## src/rtl/core/psd_pkg.sv

```systemverilog
// Package for the piezo strike detector: field widths, register indexes,
// reset values and the struct types shared by the modules.
// No dependencies.
`timescale 1ns / 1ps

package psd_pkg;

    localparam int TIME_W        = 32;
    localparam int SAMPLE_W      = 12;
    localparam int THRESH_W      = 12;
    localparam int DUR_W         = 16;
    localparam int SAMPLE_FIELDS = 4;
    localparam int HIT_PAD_W     = 2;
    localparam int FLAGS_W       = 4;
    localparam int CFG_IDX_W     = 8;
    localparam int CFG_DATA_W    = 16;
    localparam int IN_TDATA_W    = TIME_W + SAMPLE_FIELDS * SAMPLE_W;
    localparam int OUT_TDATA_W   = 8;

    // Register indexes of the configuration port
    localparam logic [CFG_IDX_W-1:0] CFG_IDX_THRESHOLD = 8'd0;
    localparam logic [CFG_IDX_W-1:0] CFG_IDX_DEBOUNCE  = 8'd1;
    localparam logic [CFG_IDX_W-1:0] CFG_IDX_HOLD      = 8'd2;
    localparam logic [CFG_IDX_W-1:0] CFG_IDX_CROSSTALK = 8'd3;

    // Reset values
    localparam logic [THRESH_W-1:0] RST_THRESHOLD = 12'd500;
    localparam logic [DUR_W-1:0]    RST_DEBOUNCE  = 16'd50;
    localparam logic [DUR_W-1:0]    RST_HOLD      = 16'd20;
    localparam logic [DUR_W-1:0]    RST_CROSSTALK = 16'd15;

    typedef struct packed {
        logic [THRESH_W-1:0] threshold;
        logic [DUR_W-1:0]    debounce;
        logic [DUR_W-1:0]    hold;
        logic [DUR_W-1:0]    crosstalk;
    } t_cfg;

    typedef struct packed {
        logic [SAMPLE_FIELDS-1:0][SAMPLE_W-1:0] sample;
        logic [TIME_W-1:0]                      now_ms;
    } t_scan;

    typedef struct packed {
        logic                 hit;
        logic [HIT_PAD_W-1:0] hit_pad;
        logic [FLAGS_W-1:0]   triggered_flags;
    } t_result;

endpackage

```

## src/rtl/core/psd_cfg_regs.sv

```systemverilog
// Configuration register file of the piezo strike detector.
// Depends on psd_pkg for register indexes, reset values and t_cfg.
`timescale 1ns / 1ps

module psd_cfg_regs
    import psd_pkg::*;
(
    input  logic                  i_clk,
    input  logic                  i_rst_n,
    input  logic                  i_cfg_valid,
    output logic                  o_cfg_ready,
    input  logic [CFG_IDX_W-1:0]  i_cfg_index,
    input  logic [CFG_DATA_W-1:0] i_cfg_data,
    output t_cfg                  o_cfg
);

    t_cfg r_cfg;
    t_cfg n_cfg;

    assign o_cfg_ready = 1'b1;
    assign o_cfg       = r_cfg;

    always_comb begin
        n_cfg = r_cfg;
        if (i_cfg_valid) begin
            unique case (i_cfg_index)
                CFG_IDX_THRESHOLD: n_cfg.threshold = i_cfg_data[THRESH_W-1:0];
                CFG_IDX_DEBOUNCE:  n_cfg.debounce  = i_cfg_data[DUR_W-1:0];
                CFG_IDX_HOLD:      n_cfg.hold      = i_cfg_data[DUR_W-1:0];
                CFG_IDX_CROSSTALK: n_cfg.crosstalk = i_cfg_data[DUR_W-1:0];
                default:           n_cfg           = r_cfg;
            endcase
        end
    end

    always_ff @(posedge i_clk) begin
        if (!i_rst_n) begin
            r_cfg.threshold <= RST_THRESHOLD;
            r_cfg.debounce  <= RST_DEBOUNCE;
            r_cfg.hold      <= RST_HOLD;
            r_cfg.crosstalk <= RST_CROSSTALK;
        end else begin
            r_cfg <= n_cfg;
        end
    end

endmodule

```

## src/rtl/core/psd_scan_eval.sv

```systemverilog
// Per-scan evaluation: strike tests, crosstalk mask, lowest-index priority, hold release.
// Depends on psd_pkg for t_cfg, t_scan, t_result and field widths.
`timescale 1ns / 1ps

module psd_scan_eval
    import psd_pkg::*;
#(
    parameter int PAD_COUNT = 4
) (
    input  t_cfg                              i_cfg,
    input  t_scan                             i_scan,
    input  logic [PAD_COUNT-1:0][TIME_W-1:0]  i_strike_time,
    input  logic [PAD_COUNT-1:0]              i_triggered,
    input  logic [TIME_W-1:0]                 i_last_hit,
    output logic [PAD_COUNT-1:0][TIME_W-1:0]  o_strike_time,
    output logic [PAD_COUNT-1:0]              o_triggered,
    output logic [TIME_W-1:0]                 o_last_hit,
    output t_result                           o_result
);

    logic [TIME_W-1:0]    since_any;
    logic                 masked;
    logic [PAD_COUNT-1:0] cand;
    logic [PAD_COUNT-1:0] fire;
    logic [FLAGS_W-1:0]   fire_lo;
    logic [FLAGS_W-1:0]   trig_lo;

    assign since_any = i_scan.now_ms - i_last_hit;
    assign masked    = since_any < {{(TIME_W-DUR_W){1'b0}}, i_cfg.crosstalk};

    for (genvar i = 0; i < PAD_COUNT; i++) begin : g_pad
        logic [TIME_W-1:0] elapsed;
        assign elapsed = i_scan.now_ms - i_strike_time[i];

        if (i < SAMPLE_FIELDS) begin : g_sampled
            assign cand[i] = (i_scan.sample[i] > i_cfg.threshold) && !i_triggered[i]
                          && (elapsed > {{(TIME_W-DUR_W){1'b0}}, i_cfg.debounce});
        end else begin : g_unsampled
            // no sample field: sample reads as zero and never exceeds the threshold
            assign cand[i] = 1'b0;
        end

        if (i == 0) begin : g_first
            assign fire[i] = !masked && cand[i];
        end else begin : g_rest
            assign fire[i] = !masked && cand[i] && (cand[i-1:0] == '0);
        end

        // A pad that fires now stays triggered and cannot release this scan
        assign o_triggered[i] = fire[i] ||
            (i_triggered[i] && !(elapsed > {{(TIME_W-DUR_W){1'b0}}, i_cfg.hold}));
        assign o_strike_time[i] = fire[i] ? i_scan.now_ms : i_strike_time[i];
    end

    for (genvar k = 0; k < FLAGS_W; k++) begin : g_low
        if (k < PAD_COUNT) begin : g_present
            assign fire_lo[k] = fire[k];
            assign trig_lo[k] = o_triggered[k];
        end else begin : g_absent
            assign fire_lo[k] = 1'b0;
            assign trig_lo[k] = 1'b0;
        end
    end

    assign o_last_hit = (|fire) ? i_scan.now_ms : i_last_hit;

    // fire is one-hot or zero, so the index is a plain OR encode
    assign o_result.hit             = |fire;
    assign o_result.hit_pad         = {fire_lo[2] | fire_lo[3], fire_lo[1] | fire_lo[3]};
    assign o_result.triggered_flags = trig_lo;

endmodule

```

## src/rtl/core/piezo_strike_detector.sv

```systemverilog
// An accepted scan beat passes the input register, then the result register, before
// it is valid on the master side. Throughput: one scan per cycle, sustained while the
// master side accepts results; the per-pad state is registered with each scan that
// moves on, so the next scan sees it. A stalled master side holds both registers and
// backs up the input. Reset (synchronous, active low): strike times, triggered flags
// and last-hit time clear, registers load defaults.
`timescale 1ns / 1ps

module piezo_strike_detector
    import psd_pkg::*;
#(
    parameter int PAD_COUNT = 4
) (
    input  logic                   i_clk,
    input  logic                   i_rst_n,
    // Scan input: tdata = now_ms[31:0], sample_0, sample_1, sample_2, sample_3
    // (12 bits each, from bit 32 up)
    input  logic                   s_axis_tvalid,
    output logic                   s_axis_tready,
    input  logic [IN_TDATA_W-1:0]  s_axis_tdata,
    // Result: tdata = hit_pad[1:0], triggered_flags[5:2], zero fill [7:6]
    output logic                   m_axis_tvalid,
    input  logic                   m_axis_tready,
    output logic [OUT_TDATA_W-1:0] m_axis_tdata,
    // tuser = hit
    output logic                   m_axis_tuser,
    // Configuration writes
    input  logic                   i_cfg_valid,
    output logic                   o_cfg_ready,
    input  logic [CFG_IDX_W-1:0]   i_cfg_index,
    input  logic [CFG_DATA_W-1:0]  i_cfg_data
);

    t_cfg    w_cfg;

    // Input stage
    logic    r_in_valid;
    t_scan   r_scan;

    // Per-pad state
    logic [PAD_COUNT-1:0][TIME_W-1:0] r_strike_time;
    logic [PAD_COUNT-1:0]             r_triggered;
    logic [TIME_W-1:0]                r_last_hit;

    logic [PAD_COUNT-1:0][TIME_W-1:0] n_strike_time;
    logic [PAD_COUNT-1:0]             n_triggered;
    logic [TIME_W-1:0]                n_last_hit;
    t_result                          w_result;

    // Result stage
    logic    r_out_valid;
    t_result r_out;

    logic    advance;
    logic    accept;

    psd_cfg_regs u_cfg (
        .i_clk       (i_clk),
        .i_rst_n     (i_rst_n),
        .i_cfg_valid (i_cfg_valid),
        .o_cfg_ready (o_cfg_ready),
        .i_cfg_index (i_cfg_index),
        .i_cfg_data  (i_cfg_data),
        .o_cfg       (w_cfg)
    );

    psd_scan_eval #(
        .PAD_COUNT (PAD_COUNT)
    ) u_eval (
        .i_cfg         (w_cfg),
        .i_scan        (r_scan),
        .i_strike_time (r_strike_time),
        .i_triggered   (r_triggered),
        .i_last_hit    (r_last_hit),
        .o_strike_time (n_strike_time),
        .o_triggered   (n_triggered),
        .o_last_hit    (n_last_hit),
        .o_result      (w_result)
    );

    // Move the held scan into the result register whenever that slot frees up;
    // the pad state commits in the same cycle, so the next scan sees it.
    assign advance       = r_in_valid && (!r_out_valid || m_axis_tready);
    assign s_axis_tready = !r_in_valid || advance;
    assign accept        = s_axis_tvalid && s_axis_tready;

    always_ff @(posedge i_clk) begin
        if (!i_rst_n) begin
            r_in_valid <= 1'b0;
        end else if (accept) begin
            r_in_valid <= 1'b1;
        end else if (advance) begin
            r_in_valid <= 1'b0;
        end
    end

    // Payload: hold while stalled, load on each accepted beat
    always_ff @(posedge i_clk) begin
        if (accept) begin
            r_scan <= t_scan'(s_axis_tdata);
        end
    end

    always_ff @(posedge i_clk) begin
        if (!i_rst_n) begin
            r_strike_time <= '0;
            r_triggered   <= '0;
            r_last_hit    <= '0;
        end else if (advance) begin
            r_strike_time <= n_strike_time;
            r_triggered   <= n_triggered;
            r_last_hit    <= n_last_hit;
        end
    end

    always_ff @(posedge i_clk) begin
        if (!i_rst_n) begin
            r_out_valid <= 1'b0;
        end else if (advance) begin
            r_out_valid <= 1'b1;
        end else if (m_axis_tready) begin
            r_out_valid <= 1'b0;
        end
    end

    always_ff @(posedge i_clk) begin
        if (advance) begin
            r_out <= w_result;
        end
    end

    assign m_axis_tvalid = r_out_valid;
    assign m_axis_tuser  = r_out.hit;
    assign m_axis_tdata  = {{(OUT_TDATA_W-HIT_PAD_W-FLAGS_W){1'b0}},
                            r_out.triggered_flags, r_out.hit_pad};

    // A scan that moves on always lands in the result register
    a_advance_fills_out: assert property (@(posedge i_clk) disable iff (!i_rst_n)
        advance |=> r_out_valid)
        else $error("evaluated scan did not reach the result register");

    // A reported strike comes with at least one triggered pad
    a_hit_has_flag: assert property (@(posedge i_clk) disable iff (!i_rst_n)
        (r_out_valid && r_out.hit) |-> (r_out.triggered_flags != '0))
        else $error("strike reported with no triggered pad");

    // No strike reports pad zero
    a_idle_pad_zero: assert property (@(posedge i_clk) disable iff (!i_rst_n)
        (r_out_valid && !r_out.hit) |-> (r_out.hit_pad == '0))
        else $error("pad index set without a strike");

    // Last-hit time moves only on a strike
    a_last_hit_only_on_hit: assert property (@(posedge i_clk) disable iff (!i_rst_n)
        !(advance && w_result.hit) |=> $stable(r_last_hit))
        else $error("last hit time changed without a strike");

endmodule

```

## config.mk

```make
export PLATFORM = sky130hd
export DESIGN_NAME = piezo_strike_detector
export DESIGN_NICKNAME = d
export VERILOG_FILES = /design/src/rtl/core/psd_pkg.sv /design/src/rtl/core/psd_cfg_regs.sv /design/src/rtl/core/psd_scan_eval.sv /design/src/rtl/core/piezo_strike_detector.sv
export SDC_FILE = /design/constraint.sdc
export NUM_CORES = 1
export LEC_CHECK = 0
export BUFFER_PORTS_ARGS = -buffer_cell sky130_fd_sc_hd__buf_2
export CORE_UTILIZATION = 60
export DETAILED_ROUTE_END_ITERATION = 12
export PLACE_DENSITY = 0.83
export SKIP_LAST_GASP = 1
export SLEW_MARGIN = 20
export SYNTH_ARGS = -nofsm -noshare
export SYNTH_HDL_FRONTEND = slang
export SYNTH_SLANG_ARGS = --single-unit
```

## constraint.sdc

```tcl
create_clock -name i_clk -period 14.7 [get_ports i_clk]
set_clock_uncertainty 0.05 [all_clocks]
set_input_delay 2.205 -clock i_clk [delete_from_list [all_inputs] [get_ports i_clk]]
set_output_delay 2.205 -clock i_clk [all_outputs]
set_load 0.005 [all_outputs]
```

==> key figures, run 1 <==
Run status
  • Status: finished, final reports clean

Critical path
  • CP required: 15060 ps
  • Critical Path Stages: 23
  • Worst path max stage delay: between 700 and 800 ps
  • Worst R2R Path Depth: 23
  • Crit Path Max Fanout: 33
  • Reg-to-reg slack, setup: just over 8000 ps
  • Worst path bufs/invs: 0
  • Critical R2R Launch: r_scan[1]$_DFFE_PP_
  • Reg2reg end: r_strike_time[84]$_SDFFE_PN0P_
  • Crit start category: register
  • Crit. End Element: register
  • Most frequent CP cell: nor2b_1
  • Critical-path cell list: ha_1 -> nor2b_1 -> o31a_1 -> o31ai_1 -> a211oi_2 -> o21a_1 -> nand2_1 -> nand2_1 -> a31oi_1 -> xnor2_1 -> ha_1 -> a21o_1 -> a21oi_1 -> nor2b_1 -> a2111oi_0 -> o211ai_1 -> o21bai_1 -> nor4_1 -> nand4_1 -> nor4_4 -> nor2b_1 -> and3_2 -> mux2i_1
  • Slowest CP cell: edfxtp_1
  • Critical path class: reg2reg
  • CP top delay family: compound AO/OA/AOI/OAI gates
  • Arrival time worst endpoint: roughly 7000 ps

Drt
  • Drt drc: 0
  • Total number of vias: about 23000
  • Final WL: 75.11 mm
  • Drt pass-1 iters: 6
  • Drt wl/cell: about 21 um
  • Initial DRC count: about 2300
  • Vias/cell: around 6.4
  • Antenna viol nets, final: 0

Timing
  • Final hold vios: 0
  • Final setup viols: 0
  • Worst-Margin Slew: approximately 1200 ps
  • Slew Viols, Final: 0
  • Period utilisation layout: 0.4515
  • Unrepaired setup endpoints after global routing: false
  • Hold slack: slightly above 400 ps
  • Fin crit period: approximately 6600 ps
  • Fmax: around 0.15 GHz
  • Setup TNS: 0 ps
  • Relative slew margins: 0.1951

Synth
  • Post-synthesis sequential area ratio: 0.2813
  • Yosys warnings: 0
  • Number of synthesized flops with an enable pin: 87
  • Cell count after synthesis: 2970
  • Average cell area after synthesis: roughly 8.5 um2
  • Yosys reg bits: 313
  • Post-synth cell types: 91
  • Primary FF master, synth: dfxtp_1
  • Post-synth ARST share: 0
  • Post-Syn Area: approximately 25000 um2

CTS
  • Clk slew on worst S/H paths: 60 ps
  • Clock Tree Buf Depth: 3
  • Worst-skew pair later-pin latency: around 600 ps
  • Hold bufs inserted after CTS: 0
  • H-tree Lvls: 2
  • Setup Buffers After CTS: 0
  • Num CTS Buffers: 38
  • CTS Sinks: 313
  • Clock tree from TritonCTS: yes
  • Root Driver: clkbuf_16
  • Post-CTS Resized: 0

GRT
  • Global-route wire length before repair: 116.4 mm
  • Vias in the first global route: roughly 22000
  • Initial antenna violation count: 0
  • Pin count of the biggest net entering global routing: 94
  • GRT Util Overall: 0.3374
  • Gr ovfl total: 0

Floorplan
  • Die Wd: 207.6 um
  • Core ar.: between 40000 and 50000 um2
  • DIE AREA: 43110 um2
  • Die height: 207.6 um
  • Std-Cell Rows: 74
  • Initial core utilization: 0.6144
  • IO Pins: roughly 120

Finish
  • Diodes inserted: 0
  • Most frequent cells in the layout: ha_1 (346), nand2_1 (327), inv_1 (248), a21oi_1 (237), dfxtp_1 (226)
  • Layout area overhead: 8.822%
  • Most common cell after layout, fill and taps aside: ha_1
  • Layout cells sized above 1: 0.07740
  • Post-route cell area: 27610 um2
  • Net count, final: about 3500

Pwr
  • Leakage Power: 11.03 nW
  • Worst VDD drop: about 0.1 mV
  • P per Cell Area: ~95 nW/um2

Worst hold path
  • Min-Delay Path Class: reg2reg
  • Worst hold stages: 2
  • Hold Path End: r_last_hit[8]$_SDFFE_PN0P_
  • Hold Crit Start: r_last_hit[8]$_SDFFE_PN0P_

Place
  • Post-place instance area: roughly 26000 um2
  • I/O Buffers: 117
  • Final HPWL DP: slightly below 60 mm
  • Gpl congestion: roughly 1.0

Run
  • Max Cap Violations: 0
sequential cells by signal (all words and copies together), names as in the netlist:
register and flops:
m_axis_tdata 6, m_axis_tvalid 1, r_in_valid 1, u_cfg.o_cfg 60, r_triggered 4, r_last_hit 32, r_strike_time 128, m_axis_tuser 1
r_scan 80
Yosys cell counts (all sizes together) (7+ instances only):
library cell / n / area (um2)
a2111oi: 10 / 93.84
a211oi: 20 / 155.1
a21boi: 22 / 165.2
a21o: 112 / 840.8
a21oi: 238 / 1202
a31oi: 18 / 118.9
and2: 12 / 75.07
and3: 13 / 81.33
and4: 11 / 96.34
buf: 30 / 242.7
clkbuf: 85 / 319.1
dfxtp: 226 / 4524
edfxtp: 87 / 2613
ha: 346 / 4329
inv: 248 / 930.9
mux2i: 208 / 2082
nand2: 327 / 1227
nand2b: 26 / 162.7
nand3: 41 / 205.2
nand4: 82 / 513.0
nor2: 135 / 506.7
nor2b: 124 / 775.7
nor3: 39 / 195.2
nor4: 15 / 136.4
o2111ai: 8 / 70.07
o211ai: 27 / 207.7
o21a: 53 / 397.9
o21ai: 127 / 635.6
o21bai: 24 / 180.2
o31ai: 8 / 60.06
or2: 7 / 46.30
or3: 9 / 56.30
or4: 8 / 63.81
xnor2: 81 / 709.4
xor2: 39 / 341.6
where the power goes:
part	internal, W	leakage [nW]	switching, W	total [W]
Clock	0.000592	0.653	0.000414	0.00101
Sequential	0.000917	2.68	0.0000268	0.000944
Combinational	0.000275	7.70	0.000408	0.000683
worst reg2reg max path: cells and delay by family, from the launching register on:
kind | cells | cell delay [ps]
AO/OA/AOI/OAI | 10 | 2380
AND/OR/NAND/NOR | 9 | 2260
flip-flops | 1 | 760
adder cells (fa/ha/maj) | 2 | 610
multiplexers | 1 | 270
XOR/XNOR | 1 | 150
area by class of cell:
class	instances	area, um2
clock inverters	20	294.0
clock buffers	50	1057
repair buffers	136	747.0
inverters	248	930.9
flip-flops and latches	313	7137
multi-input cells	2295	16780
well taps	532	665.6
fillers	3355	13680
cells by family (layout without fill, tap and decap cells):
| group | count (synthesis) | after routing | synth area share |
|---|---|---|---|
| compound gates | 739 | 739 | 0.1892 |
| xor+xnor | 120 | 120 | 0.04142 |
| fa+ha+maj | 351 | 351 | 0.1746 |
| buf+inv | 363 | 454 | 0.05883 |
| flops | 313 | 313 | 0.2813 |
| mux | 209 | 209 | 0.08250 |
| other cells | 2 | 3 | 0.0002960 |
| simple gates | 873 | 873 | 0.1719 |
per-stage QoR:
| step | cells | utilization | power [W] | setup WS, ps |
|---|---|---|---|---|
| 4_1_cts | 3593 | 0.6679 | 0.002618 | 8161 |
| 3_5_place_dp | 3523 | 0.6352 | 0.001622 | 8220 |
| 5_1_grt | 3594 | 0.6686 | 0.002736 | 7469 |
| 6_report | 3594 | 0.6686 | 0.002632 | 8063 |
| 3_3_place_gp | 3523 | 0.6352 | 0.001597 | 8399 |
| 2_1_floorplan | 2971 | - | 0.001442 | 9374 |
worst max-delay path by stage:
stage,startpoint,to,slack (ps)
detailed placement,r_scan[1]$_DFFE_PP_,r_triggered[2]$_SDFFE_PN0P_,8220
floorplan,r_scan[1]$_DFFE_PP_,r_triggered[2]$_SDFFE_PN0P_,9370
global placement,r_scan[1]$_DFFE_PP_,r_triggered[2]$_SDFFE_PN0P_,8400
global route,r_scan[1]$_DFFE_PP_,r_strike_time[87]$_SDFFE_PN0P_,7470
CTS,r_scan[1]$_DFFE_PP_,r_strike_time[84]$_SDFFE_PN0P_,8160
finish,r_scan[1]$_DFFE_PP_,r_strike_time[84]$_SDFFE_PN0P_,8060
per-layer routing:
metal | up-vias | part of all wire | global-route usage
met5 | - | 0 | 0
li1 | 10790 | - | -
met4 | 0 | 0.043 | 0.1558
met2 | 993 | 0.46 | 0.5514
met3 | 194 | 0.084 | 0.04599
met1 | 10870 | 0.42 | 0.4425
Note: power is estimated with default switching activity, not from simulation.
==> inputs of run 2 (changes only) <==
==> constraint.sdc (replaced) <==
create_clock -name i_clk -period 6.2 [get_ports i_clk]
set_clock_uncertainty 0.05 [all_clocks]
set_input_delay 0.93 -clock i_clk [delete_from_list [all_inputs] [get_ports i_clk]]
set_output_delay 0.93 -clock i_clk [all_outputs]
set_load 0.005 [all_outputs]
==> run 2 against run 1 <==
Critical path depth up 3. Non-clock buffer count grew 28. Sequential power increased by 140%. Combinational power rose by 140%. Hold slack worse by 2.3 ps. Final area grew 1.0%.
==> key figures, run 2 (synthesis results as in run 1) <==
Critical path
  • Worst R2R Path Depth: 26
  • Critical R2R Launch: r_scan[0]$_DFFE_PP_
  • Crit start category: register
  • Critical path class: reg2reg
  • Arrival time worst endpoint: 6320 ps
  • CP required: around 6600 ps
  • Crit. End Element: register
  • Crit Path Max Fanout: 15
  • Reg2reg end: r_strike_time[1]$_SDFFE_PN0P_
  • Reg-to-reg slack, setup: 290 ps

Pwr
  • Logic pwr share: 0.261
  • Clock share of power: 0.387
  • P_int: ~0.0043 W
  • Sw Ratio: 0.3168
  • Register share of total power: 0.352
  • Leakage Power: ~11 nW
  • Worst VDD drop: about 0.23 mV
  • P per Cell Area: approximately 230 nW/um2
  • Sw power: about 0.0020 W

CTS
  • H-tree Lvls: 2
  • Setup Buffers After CTS: 0
  • Clock tree from TritonCTS: yes
  • Clk slew on worst S/H paths: roughly 60 ps
  • Clock Tree Buf Depth: 3
  • Worst-skew pair later-pin latency: between 500 and 600 ps
  • Num CTS Buffers: 38
  • CTS Sinks: between 300 and 400
  • Root Driver: clkbuf_16

Run
  • Max Cap Violations: 0

Floorplan
  • Initial core utilization: 0.6144
  • Std-Cell Rows: 74
  • Core ar.: 41290 um2
  • DIE AREA: approximately 43000 um2
  • IO Pins: 121
  • Die Wd: between 200 and 250 um
  • Die height: 207.6 um

Finish
  • Max reg flops: 128
  • Most frequent cells in the layout: ha_1 (346), nand2_1 (327), inv_1 (248), a21oi_1 (237), dfxtp_1 (226)
  • Register Area: between 7000 and 8000 um2
  • Biggest register: r_strike_time
  • Layout area overhead: 9.957%
  • Net count, final: approximately 3500
  • Most common cell after layout, fill and taps aside: ha_1
  • Area of the multi-input gates: 16780 um2
  • Post-route insts no fill: 3624
  • Layout cells sized above 1: 0.08511
  • Fill count: about 3400
  • Post-route cell area: approximately 28000 um2

Drt
  • Drt drc: 0
  • Antenna viol nets, final: 0
  • Total number of vias: ~23000
  • Vias/cell: between 6 and 7
  • Drt wl/cell: ~22 um
  • Final WL: between 80 and 90 mm
  • Initial DRC count: roughly 2400
  • Drt pass-1 iters: 5

Timing
  • Slew Viols, Final: 0
  • Period utilisation layout: 0.9527
  • Setup slack after layout: 293.4 ps
  • Relative slew margins: 0.2341
  • Worst-Margin Slew: roughly 1100 ps
  • Unrepaired setup endpoints after global routing: false
  • Final hold vios: 0
  • Fmax: 0.1693 GHz
  • Fin crit period: 5907 ps
  • Final setup viols: 0
  • Setup TNS: 0 ps

Worst hold path
  • Hold Crit Start: r_strike_time[116]$_SDFFE_PN0P_
  • Min-Delay Path Class: reg2reg
  • Worst hold stages: 2
  • Hold Path End: r_strike_time[116]$_SDFFE_PN0P_

Place
  • Final HPWL DP: ~64 mm
  • Pre-CTS setup slack: between 150 and 200 ps
  • Post-place instance area: 26480 um2
  • Placed insts: 3551
  • Gpl congestion: between 1 and 1.5
  • I/O Buffers: roughly 120

GRT
  • Global-route wire length before repair: roughly 120 mm
  • GRT Util Overall: 0.3624
  • Initial antenna violation count: 2
  • Gr ovfl total: 0
  • Pin count of the biggest net entering global routing: approximately 150
  • Vias in the first global route: 22120

Run status
  • Status: finished, final reports clean
[run 2: layer usage]
| layer | GRT usage | wire (um) | vias up |
|---|---|---|---|
| met4 | 0.1269 | 2501 | 0 |
| met2 | 0.5632 | 34630 | 991 |
| li1 | - | - | 10880 |
| met1 | 0.5060 | 35150 | 10960 |
| met5 | 0 | 0 | - |
| met3 | 0.06218 | 7867 | 146 |
[run 2: layout make-up]
| cell class | count | area share |
|---|---|---|
| Clock inverter | 20 | 0.01085 |
| Multi-Input combinational cell | 2295 | 0.6016 |
| Inverter | 248 | 0.03337 |
| Clock buffer | 50 | 0.03870 |
| Sequential cell | 313 | 0.2558 |
| Tap cell | 532 | 0.02386 |
| Antenna cell | 2 | 0.0001794 |
| Timing Repair Buffer | 164 | 0.03566 |
[run 2: worst max-delay path, stage by stage (launching register included)]
cell and delay [ps]:
edfxtp_1 440, inv_1 270, ha_1 260, nor2b_1 90
o31a_1 280, o31ai_2 300, a211oi_2 180, o21a_1 250
nand2_1 70, nand2_1 110, a31oi_1 270, xnor2_1 160
ha_1 270, a21o_1 180, a21oi_1 150, nor2b_1 60
a2111oi_0 370, o211ai_1 130, o21bai_1 180, nor4_1 260
nand4_1 200, nor4_4 340, buf_4 270, nor3b_2 70
buf_4 250, mux2i_1 150, and2_1 180
[run 2: through the flow]
step / util / power [W] / hold WS, ps
3_3_place_gp: 0.6413 / 0.003831 / 392.6
6_report: 0.6756 / 0.006342 / 405.6
5_1_grt: 0.6755 / 0.006595 / 416.4
4_1_cts: 0.6748 / 0.006318 / 407.4
3_5_place_dp: 0.6413 / 0.003878 / 396.9
2_1_floorplan: - / 0.003418 / 384.7
[run 2: power by group through the flow]
stage / Clock [W] / Combinational (W) / Sequential [W]
after floorplan: 0 / 0.00116 / 0.00226
after global placement: 0 / 0.00156 / 0.00227
after detailed placement: 0 / 0.00161 / 0.00227
after CTS: 0.00247 / 0.00162 / 0.00223
after global routing: 0.00255 / 0.00181 / 0.00224
final: 0.00245 / 0.00166 / 0.00223
[run 2: worst max path at each step]
stage,from,endpoint,slack (ps),cells after the start
finish,r_scan[0]$_DFFE_PP_,r_strike_time[1]$_SDFFE_PN0P_,290,26
global route,r_scan[4]$_DFFE_PP_,r_last_hit[23]$_SDFFE_PN0P_,30,17
CTS,r_scan[0]$_DFFE_PP_,r_triggered[2]$_SDFFE_PN0P_,150,24
detailed placement,r_scan[0]$_DFFE_PP_,r_triggered[2]$_SDFFE_PN0P_,200,24
global placement,r_scan[4]$_DFFE_PP_,r_triggered[2]$_SDFFE_PN0P_,240,16
floorplan,r_scan[1]$_DFFE_PP_,r_triggered[2]$_SDFFE_PN0P_,870,25
[run 2: repair_timing]
action	CTS	global route
hold buffers	0	0
gates resized for setup	0	2
endpoints found under the setup margin	0	96
